File: config.mk
export PLATFORM = sky130hd
export DESIGN_NAME = grapheme_cluster_boundary_top
export DESIGN_NICKNAME = d
export VERILOG_FILES = /design/src/rtl/gcb_pkg.sv /design/src/rtl/grapheme_cluster_boundary_top.sv
export SDC_FILE = /design/constraint.sdc
export NUM_CORES = 1
export LEC_CHECK = 0
export ABC_CLOCK_PERIOD_IN_PS = 3900
export BUFFER_PORTS_ARGS = -buffer_cell sky130_fd_sc_hd__buf_2
export CAP_MARGIN = 20
export CORE_AREA = 2 2 69 71
export CTS_CLUSTER_SIZE = 10
export DETAILED_ROUTE_END_ITERATION = 8
export DIE_AREA = 0 0 71 73
export PLACE_DENSITY = 0.52
export SLEW_MARGIN = 30
export SYNTH_ARGS = -nofsm -noshare
export SYNTH_HDL_FRONTEND = slang
export SYNTH_SLANG_ARGS = --single-unit
File: constraint.sdc
create_clock -name clock -period 3.9 [get_ports clock]
set_input_delay 0.195 -clock clock [delete_from_list [all_inputs] [get_ports clock]]
set_output_delay 0.195 -clock clock [all_outputs]
set_load 0.05 [all_outputs]
File: src/rtl/gcb_pkg.sv
// Package: grapheme break classes, cluster modes and the pair-join rules.
`timescale 1ns / 1ps

package gcb_pkg;

   localparam int unsigned ClassWidth = 4;
   localparam int unsigned ModeWidth  = 3;
   localparam int unsigned ReqDataWidth = 8;
   localparam int unsigned RspDataWidth = 8;

   typedef enum logic [ClassWidth-1:0] {
      CLS_OTHER   = 4'd0,
      CLS_CR      = 4'd1,
      CLS_LF      = 4'd2,
      CLS_CONTROL = 4'd3,
      CLS_EXTEND  = 4'd4,
      CLS_ZWJ     = 4'd5,
      CLS_SM      = 4'd6,
      CLS_PREPEND = 4'd7,
      CLS_RI      = 4'd8,
      CLS_L       = 4'd9,
      CLS_V       = 4'd10,
      CLS_T       = 4'd11,
      CLS_LV      = 4'd12,
      CLS_LVT     = 4'd13
   } class_type;

   typedef enum logic [ModeWidth-1:0] {
      MODE_IDLE  = 3'd0,
      MODE_GEN   = 3'd1,
      MODE_EBASE = 3'd2,
      MODE_EZWJ  = 3'd3,
      MODE_TRAIL = 3'd4,
      MODE_FLAG1 = 3'd5
   } mode_type;

   typedef struct packed {
      logic starts_cluster;
      logic error;
      logic final_res;
   } result_type;

   function automatic logic is_trailer(class_type c);
      return (c inside {CLS_EXTEND, CLS_ZWJ, CLS_SM});
   endfunction

   function automatic logic is_ctl(class_type c);
      return (c inside {CLS_CR, CLS_LF, CLS_CONTROL});
   endfunction

   // Pair rule inside a general cluster: high when cur joins prev.
   function automatic logic pair_joins(class_type p, class_type c);
      logic j;
      j = 1'b0;
      if (is_ctl(p) || is_ctl(c)) begin
         j = 1'b0;
      end else if (p == CLS_L && (c inside {CLS_L, CLS_V, CLS_LV, CLS_LVT})) begin
         j = 1'b1;
      end else if ((p inside {CLS_LV, CLS_V}) && (c inside {CLS_V, CLS_T})) begin
         j = 1'b1;
      end else if ((p inside {CLS_LVT, CLS_T}) && c == CLS_T) begin
         j = 1'b1;
      end else if (is_trailer(c) || p == CLS_PREPEND) begin
         j = 1'b1;
      end
      return j;
   endfunction

   // Mode opened by a code point that starts a cluster.
   function automatic mode_type open_mode(class_type c, logic pict);
      mode_type m;
      if (pict) begin
         m = MODE_EBASE;
      end else if (c == CLS_RI) begin
         m = MODE_FLAG1;
      end else begin
         m = MODE_GEN;
      end
      return m;
   endfunction

endpackage

File: src/rtl/grapheme_cluster_boundary_top.sv
// Top level: grapheme cluster boundary detector with a streaming in/out port pair.
`timescale 1ns / 1ps

// Grapheme cluster boundary detector. Feed one decoded code point per transfer
// with its grapheme break class and extended-pictographic flag; every input
// transfer yields exactly one result transfer, in order, telling whether a new
// grapheme cluster starts at that code point. The block sustains one code point
// per clock while req_tready is high: the cluster mode and the previous class
// are updated by a single level of decision logic at the input transfer, and the
// result is registered. A result register plus a one-entry skid stage
// sit on the result side, so a new code point is taken even while a result
// waits; req_tready drops only when both entries are full. A code point flagged
// invalid (req_tuser) comes back with error set and starts_cluster set, and the
// next code point starts a fresh cluster; so does the one after an item marked
// with req_tlast. Class codes 14 and 15 are treated as other. No configuration.
module grapheme_cluster_boundary_top (
   input  logic       clock,
   input  logic       reset,
   input  logic       req_tvalid,
   output logic       req_tready,
   input  logic [7:0] req_tdata,  // [3:0] break_class, [4] pictographic, [7:5] zero
   input  logic       req_tuser,  // [0] invalid
   input  logic       req_tlast,  // end_of_text
   output logic       rsp_tvalid,
   input  logic       rsp_tready,
   output logic [7:0] rsp_tdata,  // [0] starts_cluster, [7:1] zero
   output logic       rsp_tuser,  // [0] error
   output logic       rsp_tlast   // final_res
);

   // cluster state
   gcb_pkg::mode_type   mode_ff, mode_in;
   gcb_pkg::class_type  prev_class_ff;

   // result register and skid stage
   gcb_pkg::result_type out_ff, skid_ff, res_in;
   logic                out_valid_ff, skid_valid_ff;

   gcb_pkg::class_type  cls;
   logic                pict, bad, eot;
   logic                push, pop;

   assign pict = req_tdata[4];
   assign bad  = req_tuser;
   assign eot  = req_tlast;

   // fold unused class codes onto other
   always_comb begin
      if (req_tdata[3:0] > gcb_pkg::CLS_LVT) begin
         cls = gcb_pkg::CLS_OTHER;
      end else begin
         cls = gcb_pkg::class_type'(req_tdata[3:0]);
      end
   end

   assign req_tready = !skid_valid_ff;
   assign push       = req_tvalid && req_tready;
   assign pop        = out_valid_ff && rsp_tready;

   // boundary decision and next cluster mode
   always_comb begin
      logic             join_ok;
      gcb_pkg::mode_type nxt;
      join_ok = 1'b0;
      nxt     = mode_ff;
      case (mode_ff)
         gcb_pkg::MODE_GEN: begin
            if (prev_class_ff == gcb_pkg::CLS_CR && cls == gcb_pkg::CLS_LF) begin
               join_ok = 1'b1;
               nxt     = gcb_pkg::MODE_IDLE;   // CR LF closes the cluster
            end else if (gcb_pkg::pair_joins(prev_class_ff, cls)) begin
               join_ok = 1'b1;
               nxt     = gcb_pkg::MODE_GEN;
            end
         end
         gcb_pkg::MODE_EBASE: begin
            if (cls == gcb_pkg::CLS_EXTEND) begin
               join_ok = 1'b1;
               nxt     = gcb_pkg::MODE_EBASE;
            end else if (cls == gcb_pkg::CLS_ZWJ) begin
               join_ok = 1'b1;
               nxt     = gcb_pkg::MODE_EZWJ;
            end else if (cls == gcb_pkg::CLS_SM) begin
               join_ok = 1'b1;
               nxt     = gcb_pkg::MODE_TRAIL;
            end
         end
         gcb_pkg::MODE_EZWJ: begin
            if (pict) begin
               join_ok = 1'b1;
               nxt     = gcb_pkg::MODE_EBASE;
            end else if (gcb_pkg::is_trailer(cls)) begin
               join_ok = 1'b1;
               nxt     = gcb_pkg::MODE_TRAIL;
            end
         end
         gcb_pkg::MODE_FLAG1: begin
            if (cls == gcb_pkg::CLS_RI || gcb_pkg::is_trailer(cls)) begin
               join_ok = 1'b1;
               nxt     = gcb_pkg::MODE_TRAIL;
            end
         end
         gcb_pkg::MODE_TRAIL: begin
            if (gcb_pkg::is_trailer(cls)) begin
               join_ok = 1'b1;
               nxt     = gcb_pkg::MODE_TRAIL;
            end
         end
         default: begin
            join_ok = 1'b0;
         end
      endcase

      if (bad) begin
         mode_in = gcb_pkg::MODE_IDLE;
         res_in.starts_cluster = 1'b1;
      end else begin
         if (join_ok) begin
            mode_in = nxt;
         end else begin
            mode_in = gcb_pkg::open_mode(cls, pict);
         end
         if (eot) begin
            mode_in = gcb_pkg::MODE_IDLE;
         end
         res_in.starts_cluster = !join_ok;
      end
      res_in.error     = bad;
      res_in.final_res = eot;
   end

   // advance cluster state on every input transfer
   always_ff @(posedge clock) begin
      if (reset) begin
         mode_ff       <= gcb_pkg::MODE_IDLE;
         prev_class_ff <= gcb_pkg::CLS_OTHER;
      end else if (push) begin
         mode_ff       <= mode_in;
         prev_class_ff <= cls;
      end
   end

   // result register and skid stage control
   always_ff @(posedge clock) begin
      if (reset) begin
         out_valid_ff  <= 1'b0;
         skid_valid_ff <= 1'b0;
      end else if (skid_valid_ff) begin
         // input is held off; drain skid into the result register
         if (pop) begin
            skid_valid_ff <= 1'b0;
         end
      end else if (push) begin
         if (out_valid_ff && !pop) begin
            skid_valid_ff <= 1'b1;
         end
         out_valid_ff <= 1'b1;
      end else if (pop) begin
         out_valid_ff <= 1'b0;
      end
   end

   // payload: no reset needed
   always_ff @(posedge clock) begin
      if (skid_valid_ff) begin
         if (pop) begin
            out_ff <= skid_ff;
         end
      end else if (push) begin
         if (out_valid_ff && !pop) begin
            skid_ff <= res_in;
         end else begin
            out_ff <= res_in;
         end
      end
   end

   assign rsp_tvalid = out_valid_ff;
   assign rsp_tdata  = {{(gcb_pkg::RspDataWidth-1){1'b0}}, out_ff.starts_cluster};
   assign rsp_tuser  = out_ff.error;
   assign rsp_tlast  = out_ff.final_res;

endmodule

---- Word-level counts from Yosys, hierarchy flattened ----
Index checks and enable logic that the tools add are counted.
word-level totals
  bits of input ports ..................... 14
  memories kept ........................... 0
  bits in latches ......................... 0
  word-level logic and storage cells ...... 112
  RAM bits ................................ 0
  output and inout port bits .............. 12
  bits in registers ....................... 15
  memory bits (read-only) ................. 0
operators by class
  add/sub/neg operators ................... 0
  multipliers ............................. 0
  reduce and logical (&&, ||, !) cells .... 26
  order comparisons ....................... 1
  divide/modulo/power cells ............... 0
  mux-type cells .......................... 42
  bitwise logic cells ..................... 1
  shift operators ......................... 0
  equal/unequal tests ..................... 32
operators with widths
  kind                number
  $mux 3              17
  $eq 4x4->1 const B  11
  $mux 1              22
  $eq 4x2->1 const B  4
  $eq 4x3->1 const B  4
  $pmux 3 s5          1
  $reduce_bool 2->1   5
  $reduce_bool 3->1   3
  $eq 4x1->1 const B  2
  $ne 8x3->1 const B  1
  $logic_and 1x1->1   7
  $ne 7x7->1 const B  1
  $eq 3x2->1 const B  2
  $eq 3x3->1 const B  2
  $ne 6x6->1 const B  1
  $reduce_and 3->1    2
  $ne 5x5->1 const B  1
  $pmux 1 s5          1
  $reduce_and 5->1    1
  $gt 4x4->1 const B  1
  $mux 4              1
  $reduce_bool 4->1   1
  $eq 3x1->1 const B  1
  $logic_not 1->1     3
  5 further kinds     7

---- Logic depth before layout (Yosys ltp) ----
  depth in word-level cells ............... 20
  gate-level depth with buffers ........... 8
  mapped depth without buffers ............ 6

---- Worst setup path before layout ----
Ideal clock, no wire load.
  path type ............................... input to register
  from .................................... in req_tdata[0]
  to ...................................... reg mode_ff[0]
  data arrival time ....................... 1.673 ns
  cell stages on the path ................. 7
  path buffers ............................ 1
  data required time ...................... 3.778 ns
  path slack .............................. 2.106 ns
  setup time .............................. 0.122 ns
  cells stage by stage .................... buf_6 or4b_4 nor4_4 o21bai_1 o21ai_1 or3_1 o311a_1
on the way
  cells in the longest elaborated chain, start to end .. 18
  elaborated cells on any way between the ends .. 55
  those cells by class .................... order compare: 1; eq/ne: 16; mux: 26; reduce/logical: 12
RTL lines
  item                                                                 RTL line                              RTL
  from (decl)                                                          grapheme_cluster_boundary_top.sv:21   input logic [7:0] req_tdata,
  $gt 4x4->1                                                           grapheme_cluster_boundary_top.sv:49   if (req_tdata[3:0] > gcb_pkg::CLS_LVT) begin
  $mux 4 *                                                             grapheme_cluster_boundary_top.sv:49
  parallel branches: the longest is 16 deep, another holds $eq 4x3->1  n/a
  to (signal assigned)                                                 grapheme_cluster_boundary_top.sv:135  mode_ff <= gcb_pkg::MODE_IDLE;
  to (signal assigned)                                                 grapheme_cluster_boundary_top.sv:138  mode_ff <= mode_in;
  to (decl)                                                            grapheme_cluster_boundary_top.sv:32   gcb_pkg::mode_type mode_ff, mode_in;
Mark *: on every way between the ends. The select of a mux whose other input is x is not followed.
A chain may end at the register's enable or synchronous reset.

---- Worst setup path in the final report ----
  from .................................... reg skid_valid_ff
  to ...................................... reg mode_ff[2]
on the way
  cells in the longest elaborated chain, start to end .. 3
RTL lines
  item                        RTL line                              RTL
  from (decl)                 grapheme_cluster_boundary_top.sv:37   logic out_valid_ff, skid_valid_ff;
  from (signal assigned)      grapheme_cluster_boundary_top.sv:147  skid_valid_ff <= 1'b0;
  from (signal assigned)      grapheme_cluster_boundary_top.sv:151  skid_valid_ff <= 1'b0;
  from (signal assigned)      grapheme_cluster_boundary_top.sv:155  skid_valid_ff <= 1'b1;
  $logic_not 1->1             grapheme_cluster_boundary_top.sv:56   assign req_tready = !skid_valid_ff;
  $logic_and 1x1->1           grapheme_cluster_boundary_top.sv:57   assign push = req_tvalid && req_tready;
  $reduce_and 5->1 (no line)  n/a
No other way between the ends.

==> qor.yml <==
post_synth_fa_ha_maj_area_fraction_pct: 0
post-cts-setup-buffers: 0
routabilityCongestion: 0.7558
vdd_drop_max_mv: 0.1225
finalMaxSlewViolations: 0
timing.final.hold_violations: 0
cts_htree_levels: 1
element_type_at_the_critical_path_end: "flop"
startpoint_type: "flop"
place_worst_setup_slack_ns: 1.882
min_path_type: "input pin to flop"
avg_wl_per_cell_um: 11.41
gr-total-overflow: 0
r2r.worst_path.cells: 6
postRouteAntennaNets: 0
fin_setup_tns_ns: 0
status: "finished, final reports clean"
vias_per_std_cell: 4.741
grt_antenna_before_repair: 0
antenna-diode-count: 0
global_route_wire_length_before_repair_um: 3753
max_cap_violations: 0
num_vias: 915
yosys_most_used_dff: "sky130_fd_sc_hd__dfxtp_1"
critical_path.reg2reg.startpoint: "skid_valid_ff"
clock-sinks: 15
initial_utilization_pct: 23.61
p_per_area_mw_per_mm2: 321.2
vias_in_the_first_global_route: 822
synth_compound_area_share_pct: 26.29
yosys-top-cells-count: "sky130_fd_sc_hd__a21oi_1 (14), sky130_fd_sc_hd__nand2_1 (13), sky130_fd_sc_hd__dfxtp_1 (9), sky130_fd_sc_hd__nor2_1 (9), sky130_fd_sc_hd__buf_4 (8)"
worstPathArrival_ns: 2.04
holdCritStartpoint: "rsp_tready"
synthArstFlopShare_pct: 0
postCtsResizedCells: 0
initialDrtViolationCount: 59
cellLeakagePower_nw: 0.4152
max_clock_freq_ghz: 0.5390
floorplan_die_height_um: 73
grt_max_degree: 13
synthMuxAreaShare_pct: 2.103
dp_hpwl_um: 1673
die-width_um: 71
min_delay_worst_endpoint: "skid_valid_ff"
i_o_pins: 26
track_usage_pct: 8.980
layout_worst_path_cycle_share_pct: 47.57
period_minus_slack_ns: 1.855
clkSlewWorstSetupHoldPaths_ns: 0.06
average_instance_area_after_synthesis_um2: 8.303
grt_setup_unrepaired: "no"
tritoncts_clock_tree: "yes"
cts_buffers: 3
cell_type_contributing_the_most_total_cell_area_after_synthesis: "sky130_fd_sc_hd__dfxtp_1"
setup.reg_to_reg.worst_slack_ns: 2.04
yosys.cell_count.top_type: "sky130_fd_sc_hd__a21oi_1"
ys_top_cells_by_area: "sky130_fd_sc_hd__dfxtp_1 (17%), sky130_fd_sc_hd__edfxtp_1 (17%), sky130_fd_sc_hd__a21oi_1 (6.5%), sky130_fd_sc_hd__buf_4 (5.6%), sky130_fd_sc_hd__nand2_1 (4.6%)"
utilization_pct: 26.12
critical_path.reg2reg.endpoint: "mode_ff[2]"
cts_max_path_buffers: 2
synth_top_area_share_pct: 16.82
synth.yosys.seq_area_share_pct: 33.64
worstPathRequired_ns: 4.09
synth_xor_area_share_pct: 0.8178
synth_cell_type_count: 45
layout.nets: 154
portBuffers: 15
total_die_area_mm2: 0.005183
drive_above_1_share_pct: 18.71
synth_top_family_by_area: "compound AO/OA/AOI/OAI gates"
syn-instance-count: 129
yosys_register_bits: 15
report.final.setup_viol: 0
worst-setup-path-type: "flop to flop"
number_of_enable_type_register_cells_in_the_synthesized_netlist: 6
syn-cell-area_mm2: 0.001071
synth_simple_gate_area_share_pct: 25.70
core_region_area_mm2: 0.004536
fin_ws_ns: 2.045
synth_warnings: 0
cts_hold_repair.buffers: 0
final_setup_skew_ns: 0.001553
critical_path_peak_fanout: 9
drc: 0
areaGrowthSynthToFinish_pct: 10.63
clockRootBuffer: "sky130_fd_sc_hd__clkbuf_8"
routed_wl_um: 2203
hold-path-cell-count: 2
clock_insertion_delay_worst_skew_ns: 0.24
rows: 25
drt_pre_antenna_iters: 4
[final cells by class]
class / instances / area (um2)
Multi-Input combinational cell: 99 / 614.3
Sequential cell: 15 / 360.3
Clock buffer: 4 / 45.04
Timing Repair Buffer: 15 / 75.07
Fill cell: 489 / 3351
Inverter: 6 / 22.52
Tap cell: 54 / 67.56
[worst max path at each step]
stage                             start    endpoint  slack [ns]  cells past startpoint
after global routing      skid_valid_ff  mode_ff[2]        1.89                      6
after global placement     req_tdata[2]  mode_ff[0]        1.87                      7
after floorplan            req_tdata[0]  mode_ff[0]        2.11                      7
after detailed placement   req_tdata[2]  mode_ff[0]        1.88                      7
after CTS                 skid_valid_ff  mode_ff[2]        2.02                      6
final                     skid_valid_ff  mode_ff[2]        2.04                      6
[kinds of logic after synthesis]
kind of cell           Yosys count
AO/OA/AOI/OAI                   40
XOR/XNOR                         1
buffers and inverters           21
flip-flops                      15
multiplexers                     2
other                            1
AND/OR/NAND/NOR                 49
[power breakdown]
part,internal (mW),total [mW],switching [mW]
sequential,0.171,0.179,0.00850
clock,0.0722,0.122,0.0497
combinational,0.0223,0.0793,0.0570
[cells in the final DEF, fill, tap and decap left out, drive strengths merged, types with 2 or more instances in the layout]
cell / synthesis / final
edfxtp: 6 / 6
nor2b: 5 / 5
nor4b: 2 / 2
mux2: 2 / 2
inv: 6 / 6
a21oi: 14 / 14
o21bai: 2 / 2
dfxtp: 9 / 9
and2: 2 / 2
nor3: 3 / 3
nand3: 5 / 5
a221oi: 2 / 2
clkbuf: 3 / 4
a22oi: 2 / 2
nor2: 9 / 9
nand2b: 5 / 5
nand2: 13 / 13
conb: 1 / 7
buf: 12 / 15
o21ai: 7 / 7
[flip-flops by register name (all words and copies together) (netlist names)]
register,count
prev_class_ff,4
mode_ff,3
skid_ff,3
rsp_tdata,1
rsp_tlast,1
rsp_tuser,1
rsp_tvalid,1
skid_valid_ff,1
[critical path, stage by stage, from the launching register on]
cell and delay, ns:
sky130_fd_sc_hd__dfxtp_1 0.40, sky130_fd_sc_hd__nand2b_1 0.31, sky130_fd_sc_hd__nor3_1 0.25, sky130_fd_sc_hd__nand2b_1 0.15
sky130_fd_sc_hd__a311o_1 0.36, sky130_fd_sc_hd__a221oi_2 0.17, sky130_fd_sc_hd__o22a_1 0.16
[metal layers]
layer  global-route usage [%]  up-vias  wire, um
li1                         -      470         -
met1                    11.19      431      1060
met2                    15.26       12      1072
met3                    3.315        2        63
met4                    1.258        0         7
met5                        0        -         0
[stage by stage]
stage / cell area [um2] / hold WS, ns / power (mW) / std cells
final: 1185 / 0.1513 / 0.3805 / 193
after global placement: 1140 / 0.4017 / 0.2625 / 189
after floorplan: 1094 / 0.2939 / 0.2519 / 135
after global routing: 1185 / 0.1535 / 0.4021 / 193
after detailed placement: 1140 / 0.4068 / 0.2621 / 189
after CTS: 1185 / 0.1483 / 0.3856 / 193
Power figures use the tool's default switching activity.
